$ cat src/hw/rtl/hpsc_pkg.sv
package hpsc_pkg;

    // Parser position inside one header field.
    typedef enum logic [2:0] {
        PH_FIELD_START,
        PH_INDEX_CONT,
        PH_NAME_CONT,
        PH_LEN_START,
        PH_LEN_CONT,
        PH_STR_BODY
    } phase_t;

    // Result codes reported once per header block.
    typedef enum logic [1:0] {
        OUT_FOUND     = 2'd0,
        OUT_NOT_FOUND = 2'd1,
        OUT_MALFORMED = 2'd2
    } outcome_t;

    // One incoming word: a header block byte and its end-of-block mark.
    typedef struct packed {
        logic [7:0] block_byte;
        logic       block_end;
    } blk_word_t;

    // One result word.
    typedef struct packed {
        logic signed [15:0] status_code;
        outcome_t           outcome;
    } res_word_t;

    // Prefix limits of the HPACK integer encoding.
    localparam logic [6:0] PREFIX7_MAX = 7'h7F;
    localparam logic [3:0] PREFIX4_MAX = 4'hF;

    // Static table entry of the status pseudo-header.
    localparam logic [31:0] STATUS_INDEX = 32'd8;
    localparam logic [3:0]  STATUS_INDEX4 = 4'd8;

    // Highest continuation step; shift is 7 * step, so step four is shift 28.
    localparam logic [2:0] LAST_STEP = 3'd4;

    // Status value implied by the indexed status entry.
    localparam logic signed [15:0] INDEXED_STATUS = 16'sd200;

    // Bias of three ASCII zero digits weighted 100, 10 and 1 (48 * 111).
    localparam logic [15:0] DIGIT_BIAS = 16'd5328;

    // A status string is exactly three bytes long.
    localparam logic [31:0] STATUS_LEN = 32'd3;

endpackage

$ cat src/hw/rtl/hpack_status_scanner.sv
// Scans HPACK header blocks for the status field and returns one result word per block:
// found with the status value, not found, or malformed. It takes one block byte per clock
// cycle while the result side does not stall; a word goes through an input register and
// then the combinational parser step into a result register, which holds the result of
// the byte that decides it. After a decision the rest of the block is read and dropped
// without further results; the word marked as block end readies the next block.
module hpack_status_scanner
    import hpsc_pkg::*;
(
    input  logic      clk,
    input  logic      rst_n,
    input  logic      blk_valid,
    output logic      blk_stall,
    input  blk_word_t blk_word,
    output logic      res_valid,
    input  logic      res_stall,
    output res_word_t res_word
);

    // Input register.
    logic      in_valid_reg;
    logic      in_valid_next;
    blk_word_t in_word_reg;

    // Parser state.
    phase_t      phase_reg, phase_next;
    logic [31:0] accum_reg, accum_next;
    logic [2:0]  step_reg, step_next;
    logic        name8_reg, name8_next;
    logic [31:0] remain_reg, remain_next;
    logic        len3_reg, len3_next;
    logic [1:0]  pos_reg, pos_next;
    logic        huff_reg, huff_next;
    logic [7:0]  dig0_reg, dig0_next;
    logic [7:0]  dig1_reg, dig1_next;
    logic        decided_reg, decided_next;

    // Result register.
    logic      res_valid_reg;
    logic      res_valid_next;
    res_word_t res_word_reg;

    logic        proc_fire;
    logic        res_load;
    logic        verdict_valid;
    res_word_t   verdict;
    logic [7:0]  b;
    logic        blk_last;
    logic [31:0] shifted;
    logic [31:0] int_sum;
    logic        int_done;
    logic        int_ovf;
    logic [15:0] digit_sum;

    // The parser steps whenever a byte waits in the input register and the result register can take a word.
    assign proc_fire = in_valid_reg && (!res_valid_reg || !res_stall);
    assign res_load  = proc_fire && verdict_valid;
    assign blk_stall = in_valid_reg && !proc_fire;
    assign b         = in_word_reg.block_byte;
    assign blk_last  = in_word_reg.block_end;

    // Continuation byte of a prefixed integer, placed at 7 bits per step.
    always_comb
    begin
        case (step_reg)
            3'd0:    shifted = {25'd0, b[6:0]};
            3'd1:    shifted = {18'd0, b[6:0], 7'd0};
            3'd2:    shifted = {11'd0, b[6:0], 14'd0};
            3'd3:    shifted = {4'd0, b[6:0], 21'd0};
            default: shifted = {b[3:0], 28'd0};
        endcase
    end

    assign int_sum  = accum_reg + shifted;
    assign int_done = !b[7];
    assign int_ovf  = b[7] && (step_reg == LAST_STEP);

    // Status from three digit bytes, the current byte being the last one.
    assign digit_sum = 16'(dig0_reg) * 16'd100 + 16'(dig1_reg) * 16'd10 + 16'(b) - DIGIT_BIAS;

    // Input register handshake.
    always_comb
    begin
        in_valid_next = in_valid_reg;
        if (blk_valid && !blk_stall)
        begin
            in_valid_next = 1'b1;
        end
        else if (proc_fire)
        begin
            in_valid_next = 1'b0;
        end
    end

    // Parser step for the byte in the input register.
    always_comb
    begin
        phase_next    = phase_reg;
        accum_next    = accum_reg;
        step_next     = step_reg;
        name8_next    = name8_reg;
        remain_next   = remain_reg;
        len3_next     = len3_reg;
        pos_next      = pos_reg;
        huff_next     = huff_reg;
        dig0_next     = dig0_reg;
        dig1_next     = dig1_reg;
        decided_next  = decided_reg;
        verdict_valid = 1'b0;
        verdict       = '{status_code: 16'sd0, outcome: OUT_NOT_FOUND};

        if (proc_fire && !decided_reg)
        begin
            case (phase_reg)
                PH_FIELD_START:
                begin
                    if (b[7])
                    begin
                        // Indexed field.
                        if (b[6:0] != PREFIX7_MAX)
                        begin
                            if ({25'd0, b[6:0]} == STATUS_INDEX)
                            begin
                                verdict_valid = 1'b1;
                                verdict = '{status_code: INDEXED_STATUS, outcome: OUT_FOUND};
                            end
                        end
                        else
                        begin
                            accum_next = {25'd0, PREFIX7_MAX};
                            step_next  = 3'd0;
                            phase_next = PH_INDEX_CONT;
                        end
                    end
                    else if (b[6:4] == 3'd0)
                    begin
                        // Literal without indexing, name by index.
                        if (b[3:0] != PREFIX4_MAX)
                        begin
                            name8_next = (b[3:0] == STATUS_INDEX4);
                            phase_next = PH_LEN_START;
                        end
                        else
                        begin
                            accum_next = {28'd0, PREFIX4_MAX};
                            step_next  = 3'd0;
                            phase_next = PH_NAME_CONT;
                        end
                    end
                    else
                    begin
                        verdict_valid = 1'b1;
                        verdict = '{status_code: 16'sd0, outcome: OUT_MALFORMED};
                    end
                end
                PH_INDEX_CONT:
                begin
                    accum_next = int_sum;
                    step_next  = step_reg + 3'd1;
                    if (int_done)
                    begin
                        phase_next = PH_FIELD_START;
                        if (int_sum == STATUS_INDEX)
                        begin
                            verdict_valid = 1'b1;
                            verdict = '{status_code: INDEXED_STATUS, outcome: OUT_FOUND};
                        end
                    end
                    else if (int_ovf)
                    begin
                        verdict_valid = 1'b1;
                        verdict = '{status_code: 16'sd0, outcome: OUT_MALFORMED};
                    end
                end
                PH_NAME_CONT:
                begin
                    accum_next = int_sum;
                    step_next  = step_reg + 3'd1;
                    if (int_done)
                    begin
                        name8_next = (int_sum == STATUS_INDEX);
                        phase_next = PH_LEN_START;
                    end
                    else if (int_ovf)
                    begin
                        verdict_valid = 1'b1;
                        verdict = '{status_code: 16'sd0, outcome: OUT_MALFORMED};
                    end
                end
                PH_LEN_START:
                begin
                    huff_next = b[7];
                    if (b[6:0] != PREFIX7_MAX)
                    begin
                        // Short length; an empty string ends the field at once.
                        len3_next   = ({25'd0, b[6:0]} == STATUS_LEN);
                        remain_next = {25'd0, b[6:0]};
                        pos_next    = 2'd0;
                        phase_next  = (b[6:0] == 7'd0) ? PH_FIELD_START : PH_STR_BODY;
                    end
                    else
                    begin
                        accum_next = {25'd0, PREFIX7_MAX};
                        step_next  = 3'd0;
                        phase_next = PH_LEN_CONT;
                    end
                end
                PH_LEN_CONT:
                begin
                    accum_next = int_sum;
                    step_next  = step_reg + 3'd1;
                    if (int_done)
                    begin
                        len3_next   = (int_sum == STATUS_LEN);
                        remain_next = int_sum;
                        pos_next    = 2'd0;
                        phase_next  = (int_sum == 32'd0) ? PH_FIELD_START : PH_STR_BODY;
                    end
                    else if (int_ovf)
                    begin
                        verdict_valid = 1'b1;
                        verdict = '{status_code: 16'sd0, outcome: OUT_MALFORMED};
                    end
                end
                PH_STR_BODY:
                begin
                    // Keep the first two bytes; the third is taken straight from the input.
                    if (pos_reg == 2'd0)
                    begin
                        dig0_next = b;
                    end
                    if (pos_reg == 2'd1)
                    begin
                        dig1_next = b;
                    end
                    if (pos_reg != 2'd3)
                    begin
                        pos_next = pos_reg + 2'd1;
                    end
                    remain_next = remain_reg - 32'd1;
                    if (remain_reg == 32'd1)
                    begin
                        phase_next = PH_FIELD_START;
                        if (!huff_reg && name8_reg && len3_reg)
                        begin
                            verdict_valid = 1'b1;
                            verdict = '{status_code: $signed(digit_sum), outcome: OUT_FOUND};
                        end
                    end
                end
                default:
                begin
                    phase_next    = PH_FIELD_START;
                    verdict_valid = 1'b1;
                    verdict = '{status_code: 16'sd0, outcome: OUT_MALFORMED};
                end
            endcase

            // Block ends without a decision.
            if (!verdict_valid && blk_last)
            begin
                verdict_valid = 1'b1;
                verdict.status_code = 16'sd0;
                verdict.outcome = (phase_next == PH_FIELD_START) ? OUT_NOT_FOUND
                                                                 : OUT_MALFORMED;
            end
        end

        // Block end readies the next block; a decision mutes the rest of this one.
        if (proc_fire)
        begin
            if (blk_last)
            begin
                phase_next   = PH_FIELD_START;
                decided_next = 1'b0;
            end
            else if (verdict_valid)
            begin
                decided_next = 1'b1;
            end
        end
    end

    // Result register handshake.
    always_comb
    begin
        res_valid_next = res_valid_reg;
        if (res_load)
        begin
            res_valid_next = 1'b1;
        end
        else if (!res_stall)
        begin
            res_valid_next = 1'b0;
        end
    end

    // Control registers.
    always_ff @(posedge clk or negedge rst_n)
    begin
        if (!rst_n)
        begin
            in_valid_reg  <= 1'b0;
            res_valid_reg <= 1'b0;
            phase_reg     <= PH_FIELD_START;
            decided_reg   <= 1'b0;
            step_reg      <= 3'd0;
        end
        else
        begin
            in_valid_reg  <= in_valid_next;
            res_valid_reg <= res_valid_next;
            phase_reg     <= phase_next;
            decided_reg   <= decided_next;
            step_reg      <= step_next;
        end
    end

    // Payload registers.
    always_ff @(posedge clk)
    begin
        if (blk_valid && !blk_stall)
        begin
            in_word_reg <= blk_word;
        end
        if (res_load)
        begin
            res_word_reg <= verdict;
        end
        accum_reg  <= accum_next;
        name8_reg  <= name8_next;
        remain_reg <= remain_next;
        len3_reg   <= len3_next;
        pos_reg    <= pos_next;
        huff_reg   <= huff_next;
        dig0_reg   <= dig0_next;
        dig1_reg   <= dig1_next;
    end

    assign res_valid = res_valid_reg;
    assign res_word  = res_word_reg;

    // A result other than found carries a zero status.
    assert property (@(posedge clk) disable iff (!rst_n)
        res_valid && res_word.outcome != OUT_FOUND |-> res_word.status_code == 16'sd0)
        else $error("non-found result carries a status value");

    // Once a block is decided, no further result comes from it.
    assert property (@(posedge clk) disable iff (!rst_n)
        proc_fire && decided_reg |-> !res_load)
        else $error("second result within one header block");

    // The end of a block always returns the parser to the start of a field.
    assert property (@(posedge clk) disable iff (!rst_n)
        proc_fire && blk_last |=> !decided_reg && phase_reg == PH_FIELD_START)
        else $error("parser not cleared after block end");

    // An undecided block end always produces exactly one result.
    assert property (@(posedge clk) disable iff (!rst_n)
        proc_fire && blk_last && !decided_reg |-> res_load)
        else $error("block ended without a result");

    // The continuation step never passes the last allowed step while parsing.
    assert property (@(posedge clk) disable iff (!rst_n)
        !decided_reg && (phase_reg == PH_INDEX_CONT || phase_reg == PH_NAME_CONT
                         || phase_reg == PH_LEN_CONT) |-> step_reg <= LAST_STEP)
        else $error("integer continuation step out of range");

endmodule
$ cat config.mk
export PLATFORM = sky130hd
export DESIGN_NAME = hpack_status_scanner
export DESIGN_NICKNAME = d
export VERILOG_FILES = /design/src/hw/rtl/hpsc_pkg.sv /design/src/hw/rtl/hpack_status_scanner.sv
export SDC_FILE = /design/constraint.sdc
export NUM_CORES = 1
export LEC_CHECK = 0
export BUFFER_PORTS_ARGS = -buffer_cell sky130_fd_sc_hd__clkbuf_2
export CORE_MARGIN = 5
export CORE_UTILIZATION = 24
export DETAILED_ROUTE_END_ITERATION = 12
export PLACE_DENSITY_LB_ADDON = 0.08
export SLEW_MARGIN = 20
export SYNTH_ARGS = -nofsm -noshare
export SYNTH_HDL_FRONTEND = slang
export SYNTH_SLANG_ARGS = --single-unit
$ cat constraint.sdc
create_clock -name clk -period 5.46 [get_ports clk]
set_input_delay 0.273 -clock clk [delete_from_list [all_inputs] [get_ports clk]]
set_output_delay 0.273 -clock clk [all_outputs]
set_load 0.02 [all_outputs]
* Word-level counts from Yosys, hierarchy flattened
Index checks and enable logic that the tools add are counted.
** Cells by class
- Add/subtract/negate cells :: 7
- $mul :: 2
- Equality and inequality tests :: 29
- Multiplexer cells :: 75
- Bitwise gates (word level) :: 1
- Reduce and logical (&&, ||, !) cells :: 42
** Operators by type and width (number)
- $mux W32 :: 6
- $pmux W32 S3 :: 2
- $pmux W32 S4 :: 1
- $mux W18 :: 5
- $pmux W18 S5 :: 1
- $mux W3 :: 18
- $add A32 B32 Y32 :: 1
- $eq A32 B1 Y1 const B :: 1
- $eq A32 B2 Y1 const B :: 1
- $eq A32 B4 Y1 const B :: 1
- $logic_not A32 Y1 :: 1
- $sub A32 B1 Y32 const B :: 1
- $mux W10 :: 3
- $mux W1 :: 26
- $pmux W3 S6 :: 1
- $add A15 B12 Y16 :: 1
- $add A16 B8 Y16 :: 1
- $ne A2 B2 Y1 const B :: 8
- $sub A16 B13 Y16 const B :: 1
- $mux W2 :: 7
- $mul A8 B5 Y13 const B :: 1
- $eq A3 B2 Y1 const B :: 4
- $logic_not A3 Y1 :: 4
- $reduce_and A4 Y1 :: 3
- 31 further kinds :: 57
** Word-level totals
- Register bits after elaboration :: 121
- Output and inout bits :: 20
- Logic and storage cells :: 173

* Logic depth before layout (Yosys ltp)
Gate-level depths: netlist of the first run.
- Depth after elaboration :: 14
- Mapped depth :: 19

* Worst setup path before layout of the first run
Ideal clock, no wire load.
- Kind :: register -> register
- Start :: reg step_reg[0]
- End :: reg res_word_reg, in the netlist res_word[0] (data pin)
- Arrival time :: 4641 ps
- Data required time :: 5139 ps
- Setup slack :: 498 ps
- Cell stages (with the launch flop) :: 17
- Path buffers :: 0
- Period minus slack after synthesis :: 4962 ps
- Cells stage by stage :: dfrtp_1 inv_1 ha_1 and2_1 ha_1 inv_1 fa_1 nor2b_1 o31ai_1 a21o_1 a2111oi_2 nor3_1 or3_1 a2111oi_0 nand4_1 a21oi_1 o21ai_0
** On the way
- Longest elaborated chain between the ends :: 11
** Ends and longest elaborated chain
- start: declaration :: RTL line hpack_status_scanner.sv:28 : logic [2:0] step_reg, step_next;
- start signal: assignment :: RTL line hpack_status_scanner.sv:315 : step_reg <= step_next;
- $eq A3 B2 Y1 (tied with other cells) :: RTL line hpack_status_scanner.sv:65 : case (step_reg)
- $pmux W32 S4 :: RTL line hpack_status_scanner.sv:65
- $add A32 B32 Y32 :: RTL line hpack_status_scanner.sv:74 : assign int_sum = accum_reg + shifted;
- $logic_not A32 Y1 / $eq A32 B4 Y1 (equally long branches) :: RTL line hpack_status_scanner.sv:217, hpack_status_scanner.sv:163
- $mux W3 / $mux W1 (equally long branches) :: RTL line hpack_status_scanner.sv:217, hpack_status_scanner.sv:163
- $mux W3 / $mux W1 (equally long branches) :: RTL line hpack_status_scanner.sv:212, hpack_status_scanner.sv:160
- $pmux W3 S6 / $pmux W1 S5 (equally long branches) :: RTL line hpack_status_scanner.sv:114 : case (phase_reg)
- $mux W3 / $mux W1 (equally long branches) :: RTL line hpack_status_scanner.sv:112 : if (proc_fire && !decided_reg)
- $logic_not A3 Y1 / $logic_not A1 Y1 (equally long branches) :: RTL line hpack_status_scanner.sv:264, hpack_status_scanner.sv:260
- $mux W2 / $logic_and A1 B1 Y1 (equally long branches) :: RTL line hpack_status_scanner.sv:264, hpack_status_scanner.sv:260
- $mux W2 * :: RTL line hpack_status_scanner.sv:260 : if (!verdict_valid && blk_last)
- end signal: assignment :: RTL line hpack_status_scanner.sv:328 : res_word_reg <= verdict;
- end: declaration :: RTL line hpack_status_scanner.sv:41 : res_word_t res_word_reg;
Every way passes the cells marked *; elsewhere a longest branch is shown, timed or not. The select of a mux whose other input is x is not followed.
A chain may end at the register's enable or synchronous reset.

* Worst setup path after layout of the first run
- Start :: reg dig0_reg[1]
- End :: reg res_word_reg, in the netlist res_word[17] (data pin)
** On the way
- Longest elaborated chain between the ends :: 7
** Ends and longest elaborated chain
- start: declaration :: RTL line hpack_status_scanner.sv:34 : logic [7:0] dig0_reg, dig0_next;
- start signal: assignment :: RTL line hpack_status_scanner.sv:336 : dig0_reg <= dig0_next;
- $mul A8 B5 Y13 :: RTL line hpack_status_scanner.sv:79 : assign digit_sum = 16'(dig0_reg) * 16'd100 + 16'(dig1_reg) * 16'd10 + 16'(b) - DIGIT_BIAS;
- $add A15 B12 Y16 :: RTL line hpack_status_scanner.sv:79
- $add A16 B8 Y16 :: RTL line hpack_status_scanner.sv:79
- $sub A16 B13 Y16 :: RTL line hpack_status_scanner.sv:79
- $mux W18 :: RTL line hpack_status_scanner.sv:244 : if (!huff_reg && name8_reg && len3_reg)
- $mux W18 :: RTL line hpack_status_scanner.sv:241 : if (remain_reg == 32'd1)
- $pmux W18 S5 :: RTL line hpack_status_scanner.sv:114
No other way between the ends.

==> impl_metrics.json, run 1 <==
{
  "status": "complete, no violations",
  "routedWlPerCell_um": 20.3,
  "synth_edf_count": 112,
  "gp_congestion": 0.826,
  "finalCriticalPeriod_ps": 5060,
  "htree_levels": 4,
  "max-vdd-ir-drop_mv": 0.253,
  "pin_count": 33,
  "timing.critical_path.to_type": "flip-flop",
  "dp.final_hpwl_mm": 26.7,
  "post_cts_buffers": 0,
  "die_w_um": 215,
  "hold_class": "in2reg",
  "via_per_inst": 4.91,
  "coreArea_um2": 41900,
  "hold_viol": 0,
  "final_core_util_pct": 28.3,
  "syn-num-nets": 1222,
  "drt_iter0_markers": 538,
  "finalSetupViolations": 0,
  "combPwrFrac_pct": 56.4,
  "crit_type": "reg2reg",
  "netlist.area_leader.share_pct": 33.2,
  "avgSynthCellArea_um2": 9.32,
  "clk_latency_ps": 450,
  "vias": 8296,
  "critPathMaxFanout": 3,
  "cp_cell_sequence": "ha_1, ha_1, ha_1, inv_1, fa_1, inv_1, fa_1, ha_1, ha_1, a21boi_0, o21ai_0, a21boi_0, o21ai_0, a21boi_0, o211ai_1, a21o_1, a21oi_1",
  "syn_area_um2": 10100,
  "postRouteAntennaNets": 0,
  "grt_pass1_vias": 8466,
  "internal_power_mw": 3.79,
  "antenna_cells": 0,
  "finalSetupTns_ps": 0,
  "cap_violations": 0,
  "cts_made_buffers": 17,
  "clkTransAtPathRegs_ps": 60,
  "drt-total-wl_mm": 34.4,
  "rsz0062_at_grt": "false",
  "tightest_slew_ps": 1060,
  "maxSlewHeadroom_pct": 29.4,
  "worstPathRequired_ps": 5730,
  "finClkSkew_ps": 17.2,
  "initial_core_util_pct": 24.2,
  "grt_max_degree": 45,
  "drc_errors": 0,
  "cts_tree": "built",
  "yosysWarnings": 0,
  "period_share_pct": 92.7,
  "ctsRootBufferMaster": "clkbuf_16",
  "synthCells": 1087,
  "power.share.clock_pct": 19.7,
  "synth-main-ff-cell": "edfxtp_1",
  "areaGrowthSynthToFinish_pct": 17.1,
  "powerDensity_nw_per_um2": 597,
  "cp_slowest_cell": "fa_1",
  "drv_slew": 0,
  "yosysTopAreaCell": "edfxtp_1",
  "ys_top_cells_by_area": "edfxtp_1 (33%), ha_1 (14%), xnor2_1 (3.8%)",
  "final_cell_mix": "edfxtp_1 (112), ha_1 (110), nor2_1 (93)",
  "drt-pass1-iter-count": 5,
  "clk_path_buf_depth": 2,
  "fill_cells": 4451,
  "final_area_um2": 11900,
  "ys_seq_area_share_pct": 35.4,
  "fmax_ghz": 0.198,
  "grt_usage_pct": 14.8,
  "grt_overflow_total": 0,
  "p_sw_share_pct": 46.5,
  "crit_top_cell": "ha_1",
  "ys_ff_latch": 121,
  "port_buffers": 32,
  "place_area_um2": 11100,
  "grt_first_pass_wirelength_mm": 53.2,
  "crit_arrival_ps": 5330,
  "antenna_found_initial": 0,
  "num_rows": 75,
  "total_power_mw": 7.08,
  "layout_commonest_cell": "edfxtp_1",
  "start_kind": "flip-flop",
  "seqPwrFrac_pct": 23.9,
  "chipHeight_um": 215,
  "clock_sinks": 121,
  "slowest_delay_ps": 530,
  "die_area_um2": 46400,
  "switching_power_mw": 3.30,
  "yosys.cell_types.count": 83,
  "ys_async_sr_fraction_pct": 7.44,
  "nets": 1273,
  "drive_gt1_share_pct": 11.1,
  "leakagePower_nw": 4.70
}
path summary, 6_finish.rpt:
| kind | start | endpoint | slack, ps | cells after the start |
|---|---|---|---|---|
| worst max-delay path | dig0_reg[1] | res_word[17] | 400 | 17 |
| worst min-delay path | blk_valid | in_valid_reg | 40 | 2 |
| worst max register to register | dig0_reg[1] | res_word[17] | 400 | 17 |
| worst min register to register | step_reg[1] | step_reg[1] | 570 | 1 |
| max in group asynchronous | rst_n | phase_reg[0] | 4840 | 2 |
| min in group asynchronous | rst_n | res_valid | 300 | 2 |
layer usage:
layer	vias up	part of all wire, %	GRT usage (%)
met4	0	2.0	4.25
met5	-	0	0
met1	4004	49	20.4
li1	4124	-	-
met2	136	46	24.0
met3	32	2.8	2.42
cell type report:
cell class | count | area [um2] | area share, %
well taps | 539 | 674 | 5.68
inverters | 70 | 263 | 2.21
repair buffers | 74 | 513 | 4.32
flip-flops and latches | 121 | 3590 | 30.3
multi-input cells | 854 | 6130 | 51.6
clock inverters | 15 | 273 | 2.30
clock buffers | 17 | 425 | 3.59
cells in the mapped netlist, types with 6 or more instances:
| library cell | instances |
|---|---|
| a21boi_0 | 7 |
| o21ai_1 | 8 |
| nand2_1 | 82 |
| o211ai_1 | 7 |
| o31ai_1 | 9 |
| a21oi_1 | 65 |
| inv_1 | 70 |
| edfxtp_1 | 112 |
| xnor2_1 | 44 |
| o21a_1 | 7 |
| and3_1 | 24 |
| nor2_1 | 95 |
| o21bai_1 | 9 |
| nor3_1 | 29 |
| xor2_1 | 19 |
| nor4_1 | 14 |
| nand4_1 | 14 |
| nand2b_1 | 9 |
| o21ai_0 | 59 |
| or3_1 | 10 |
| nand3_1 | 19 |
| nor3b_1 | 7 |
| and2_1 | 34 |
| a211oi_1 | 33 |
| a21o_1 | 10 |
| a22o_1 | 23 |
| clkbuf_1 | 34 |
| fa_1 | 12 |
| or4_1 | 6 |
| ha_1 | 110 |
| dfrtp_1 | 9 |
| nor2b_1 | 16 |
kinds of logic (layout without fill, tap and decap cells):
kind of cell             Yosys count  in the layout  synth area share (%)
AO/OA/AOI/OAI                    285            285                  19.2
XOR/XNOR                          63             63                  5.45
adder cells (fa/ha/maj)          122            122                  16.0
buffers and inverters            112            176                  4.42
flip-flops                       121            121                  35.4
multiplexers                       3              3                 0.321
AND/OR/NAND/NOR                  381            381                  19.3
metrics by stage:
step / hold slack (ps) / cells / setup slack [ps]
CTS: 16.2 / 1690 / 309
floorplan: -22.6 / 1087 / 498
detailed placement: 222 / 1648 / 350
global placement: 226 / 1648 / 341
finish: 38.8 / 1690 / 398
global route: 20.1 / 1690 / 26.9
worst max-delay path: cells and delay by family (launching register included):
kind / cells / cell delay [ps]
AOI/OAI and AO/OA: 8 / 1750
adders and majority gates: 7 / 2560
buffers and inverters: 2 / 120
DFF: 1 / 440
power groups by stage:
stage / registers (mW) / clock network [mW] / logic, mW
global route: 1.73 / 1.46 / 4.43
CTS: 1.70 / 1.43 / 4.04
detailed placement: 1.71 / 0 / 4.01
floorplan: 1.62 / 0 / 2.62
global placement: 1.72 / 0 / 4.07
finish: 1.70 / 1.39 / 3.99
repair_timing:
action	4_1_cts	5_1_grt
hold endpoints to repair	18	0
resized for setup	0	2
setup endpoints to repair	0	23
hold buffers	10	0
Note: power is estimated with default switching activity, not from simulation.
==> inputs of run 2 (changes only) <==
--- a/config.mk
+++ b/config.mk
@@ -9,7 +9,7 @@
 export CORE_MARGIN = 5
 export CORE_UTILIZATION = 24
 export DETAILED_ROUTE_END_ITERATION = 12
-export PLACE_DENSITY_LB_ADDON = 0.08
+export PLACE_DENSITY_LB_ADDON = 0.12
 export SLEW_MARGIN = 20
 export SYNTH_ARGS = -nofsm -noshare
 export SYNTH_HDL_FRONTEND = slang
==> impl_metrics.json, run 2 (synthesis gave the netlist of run 1 again) <==
{
  "status": "complete, no violations",
  "holdPathStages": 1,
  "period_share_pct": 91.1,
  "internal_power_mw": 3.49,
  "met2_usage_pct": 22.1,
  "grt_overflow_total": 0,
  "hold_path_end": "b[6]",
  "crit_arrival_ps": 5160,
  "port_buffers": 32,
  "critPathMaxFanout": 20,
  "powerDensity_nw_per_um2": 575,
  "via_per_inst": 4.91,
  "initial_core_util_pct": 24.2,
  "dp.final_hpwl_mm": 24.9,
  "antenna_found_initial": 1,
  "die_w_um": 215,
  "clock_sinks": 121,
  "grt_max_degree": 52,
  "grt_pass1_vias": 8283,
  "ctsRootBufferMaster": "clkbuf_16",
  "fill_cells": 4463,
  "antenna_cells": 0,
  "postRouteAntennaNets": 0,
  "clk_path_buf_depth": 2,
  "finalSetupViolations": 0,
  "clk_latency_ps": 450,
  "use_met3_pct": 2.21,
  "min_from": "blk_word[7]",
  "routedWlPerCell_um": 19.3,
  "areaGrowthSynthToFinish_pct": 15.3,
  "finClkSkew_ps": 11.7,
  "tightest_slew_ps": 968,
  "cts_tree": "built",
  "chipHeight_um": 215,
  "r2r_setup_slack_ps": 480,
  "drv_slew": 0,
  "register_area_um2": 3590,
  "drt-pass1-iter-count": 4,
  "hold_viol": 0,
  "maxSlewHeadroom_pct": 35.2,
  "crit_type": "reg2reg",
  "num_rows": 75,
  "layout_commonest_cell": "edfxtp_1",
  "rsz0062_at_grt": "false",
  "cts_made_buffers": 17,
  "worstPathRequired_ps": 5640,
  "nets": 1264,
  "total_power_mw": 6.72,
  "hold_class": "in2reg",
  "vias": 8257,
  "fmax_ghz": 0.201,
  "r2r-end": "res_word[0]",
  "htree_levels": 4,
  "switching_power_mw": 3.23,
  "multiInputGateArea_um2": 6140,
  "drc_errors": 0,
  "busiest_layer": "met2",
  "cap_violations": 0,
  "drt_iter0_markers": 664,
  "grt_use_met1_pct": 20.2,
  "timing.rr.start": "step_reg[0]",
  "timing.critical_path.to_type": "flip-flop",
  "finalCriticalPeriod_ps": 4980,
  "power.share.clock_pct": 17.4,
  "max-vdd-ir-drop_mv": 0.233,
  "leakagePower_nw": 4.60,
  "pin_count": 33,
  "gp_congestion": 0.864,
  "final_cell_mix": "edfxtp_1 (112), ha_1 (110), nor2_1 (93)",
  "clkTransAtPathRegs_ps": 70,
  "coreArea_um2": 41900,
  "grt_first_pass_wirelength_mm": 50.9,
  "rr_worst_depth": 17,
  "combPwrFrac_pct": 57.8,
  "drt-total-wl_mm": 32.5,
  "seqPwrFrac_pct": 24.9,
  "drive_gt1_share_pct": 10.8,
  "die_area_um2": 46400,
  "grt_usage_pct": 14.1,
  "start_kind": "flip-flop",
  "p_sw_share_pct": 48.0,
  "finalSetupTns_ps": 0
}
-- run 2: cell count changes in the layout (fill, tap and decap cells not counted), moves of 2 or more --
| cell | change |
|---|---|
| clkinv_4 | -2 |
| bufinv_16 | -5 |
| buf_4 | -8 |
| clkinvlp_4 | +3 |
| clkinv_2 | +3 |
-- run 2: power by group through the flow --
| stage | Combinational (mW) | Clock (mW) | Sequential [mW] |
|---|---|---|---|
| after detailed placement | 3.87 | 0 | 1.69 |
| after global placement | 3.93 | 0 | 1.70 |
| after floorplan | 2.62 | 0 | 1.62 |
| after global routing | 4.29 | 1.23 | 1.71 |
| after CTS | 3.89 | 1.19 | 1.67 |
| final | 3.88 | 1.17 | 1.67 |
-- run 2: worst max-delay path by stage --
stage / slack, ps / to / depth (start not counted) / start
CTS: 260 / res_word[1] / 15 / step_reg[2]
global placement: 380 / res_word[0] / 16 / step_reg[0]
finish: 480 / res_word[0] / 17 / step_reg[0]
global route: 110 / res_word[0] / 16 / step_reg[0]
floorplan: 500 / res_word[0] / 16 / step_reg[0]
detailed placement: 290 / res_word[0] / 16 / step_reg[2]
-- run 2: through the flow --
step	util, %	setup slack [ps]	area, um2	hold slack, ps	instances
after CTS	27.9	258	11700	9.63	1681
after global routing	27.9	108	11700	5.98	1681
after global placement	26.3	380	11000	223	1640
after detailed placement	26.3	290	11000	222	1640
final	27.9	484	11700	27.0	1681
after floorplan	-	498	10100	-22.6	1087
-- run 2: area by class of cell --
class,count,share of cell area [%]
multi-input cells,854,52.5
inverters,70,2.25
well taps,539,5.77
flip-flops and latches,121,30.7
clock inverters,15,1.30
repair buffers,65,3.79
clock buffers,17,3.64
-- run 2: worst max-delay path, cell delays in order, from the launching register on --
cell	delay, ps
dfrtp_1	420
inv_1	100
ha_1	310
and2_1	190
ha_1	210
inv_1	70
fa_1	400
nor2b_1	220
o31ai_1	170
a21o_1	230
a2111oi_4	510
nor3_1	120
or3_1	400
a2111oi_0	440
nand4_1	350
a21oi_2	290
buf_12	180
o21ai_0	100
-- run 2: routing by layer --
metal,share of wire [%],routed length [um]
met1,50,16200
met2,45,14600
met3,3.1,1010
met4,1.9,624
met5,0,0
-- run 2: timing repair --
item                                    in CTS  in global routing
gates resized for setup                      0                  3
endpoints found under the hold margin       17                  0
hold buffers                                 9                  0
endpoints found under the setup margin       0                 23
buffers inserted                             0                  0
==> inputs of run 3 (changes only) <==
--- a/config.mk
+++ b/config.mk
@@ -6,6 +6,8 @@
 export NUM_CORES = 1
 export LEC_CHECK = 0
 export BUFFER_PORTS_ARGS = -buffer_cell sky130_fd_sc_hd__clkbuf_2
+export CELL_PAD_IN_SITES_DETAIL_PLACEMENT = 0
+export CELL_PAD_IN_SITES_GLOBAL_PLACEMENT = 2
 export CORE_MARGIN = 5
 export CORE_UTILIZATION = 24
 export DETAILED_ROUTE_END_ITERATION = 12
==> impl_metrics.json, run 3 (synthesis gave the netlist of run 1 again) <==
{
  "drt-pass1-iter-count": 5,
  "grt_overflow_total": 0,
  "max-vdd-ir-drop_mv": 0.241,
  "dp.final_hpwl_mm": 27.2,
  "coreArea_um2": 41900,
  "leakagePower_nw": 4.65,
  "period_share_pct": 91.0,
  "areaGrowthSynthToFinish_pct": 15.9,
  "hold_class": "in2reg",
  "clkTransAtPathRegs_ps": 60,
  "initial_core_util_pct": 24.2,
  "post_cts_buffers": 0,
  "cts_made_buffers": 17,
  "clk_latency_ps": 470,
  "nets": 1277,
  "crit_type": "reg2reg",
  "die_w_um": 215,
  "via_per_inst": 4.95,
  "tightest_slew_ps": 848,
  "ctsRootBufferMaster": "clkbuf_16",
  "clock_sinks": 121,
  "cp_slowest_cell": "a2111oi_4",
  "finalSetupViolations": 0,
  "drc_errors": 0,
  "start_kind": "flip-flop",
  "timing.critical_path.to_type": "flip-flop",
  "antenna_found_initial": 0,
  "postRouteAntennaNets": 0,
  "status": "complete, no violations",
  "drt_iter0_markers": 459,
  "port_buffers": 32,
  "total_power_mw": 6.77,
  "grt_first_pass_wirelength_mm": 53.4,
  "powerDensity_nw_per_um2": 576,
  "htree_levels": 4,
  "antenna_cells": 0,
  "finalCriticalPeriod_ps": 4970,
  "worstPathRequired_ps": 5670,
  "die_area_um2": 46400,
  "num_rows": 75,
  "chipHeight_um": 215,
  "routedWlPerCell_um": 20.3,
  "cap_violations": 0,
  "drv_slew": 0,
  "slowest_delay_ps": 500,
  "grt_pass1_vias": 8607,
  "clk_path_buf_depth": 2,
  "crit_arrival_ps": 5170,
  "drt-total-wl_mm": 34.5,
  "grt_max_degree": 68,
  "hold_viol": 0,
  "drive_gt1_share_pct": 11.1,
  "grt_usage_pct": 15.1,
  "layout_commonest_cell": "edfxtp_1",
  "fmax_ghz": 0.201,
  "maxSlewHeadroom_pct": 43.0,
  "pin_count": 33,
  "finClkSkew_ps": 11.6,
  "finalSetupTns_ps": 0,
  "critPathMaxFanout": 20,
  "cts_tree": "built",
  "gp_congestion": 0.811,
  "rsz0062_at_grt": "false",
  "final_cell_mix": "edfxtp_1 (112), ha_1 (110), nor2_1 (94)",
  "cp_cell_sequence": "inv_1, ha_1, and2_1, ha_1, inv_1, fa_1, nor2b_1, o31ai_1, a21o_1, a2111oi_4, nor3_1, or3_1, a2111oi_0, nand4_1, a21oi_2, buf_12, o21ai_0",
  "vias": 8387
}
## run 3: changes by cell type in the layout (fill, tap and decap cells not counted), sizes merged
cell | before | now
inv | 72 | 70
dlygate4sd3 | 9 | 11
clkinv | 6 | 9
buf | 24 | 35
clkinvlp | 5 | 3
bufinv | 2 | 1
clkbuf | 49 | 51
## run 3: timing repair
item                       CTS  global route
gates resized for setup      0             2
setup endpoints to repair    0            17
hold endpoints to repair    19             0
hold buffers                11             0
## run 3: path summary, 6_finish.rpt
check                             from           end  slack, ps  cells after the start
max in group asynchronous        rst_n  phase_reg[0]       4980                      2
max reg2reg                step_reg[0]   res_word[0]        490                     17
min reg2reg                  res_valid     res_valid        560                      1
min in group asynchronous        rst_n  phase_reg[1]        220                      2
min                          res_stall     res_valid         60                      2
max                        step_reg[0]   res_word[0]        490                     17
## run 3: cell type report
| type | instances | area (um2) |
|---|---|---|
| Clock inverter | 13 | 106 |
| Tap cell | 539 | 674 |
| Inverter | 70 | 263 |
| Timing Repair Buffer | 78 | 546 |
| Fill cell | 4513 | 30100 |
| Sequential cell | 121 | 3590 |
| Multi-Input combinational cell | 854 | 6130 |
| Clock buffer | 19 | 433 |
## run 3: stage by stage
step,util (%),cell area [um2],hold slack (ps),cells,worst slack (ps)
after detailed placement,26.5,11100,182,1651,304
final,28.1,11700,59.5,1694,491
after global routing,28.1,11700,36.6,1694,88.7
after floorplan,-,10100,-22.6,1087,498
after global placement,26.5,11100,182,1651,480
after CTS,28.0,11700,13.0,1694,285
## run 3: metal layers
layer	vias up	track usage (%)	part of all wire, %
li1	4148	-	-
met1	4081	20.8	49
met2	117	24.0	45
met3	41	2.66	2.5
met4	0	5.57	2.6
met5	-	0	0
## run 3: where the power goes
part	leakage, nW	switching (mW)	internal, mW	total, mW
sequential	1.17	0.218	1.43	1.65
combinational	3.22	2.57	1.45	4.02
clock	0.258	0.476	0.618	1.09
## run 3: worst max-delay path: cells and delay by family (launching register included)
kind / cells / cell delay [ps]
AO/OA/AOI/OAI: 6 / 1730
adder cells (fa/ha/maj): 3 / 910
buffers and inverters: 3 / 370
flip-flops: 1 / 420
AND/OR/NAND/NOR: 5 / 1280
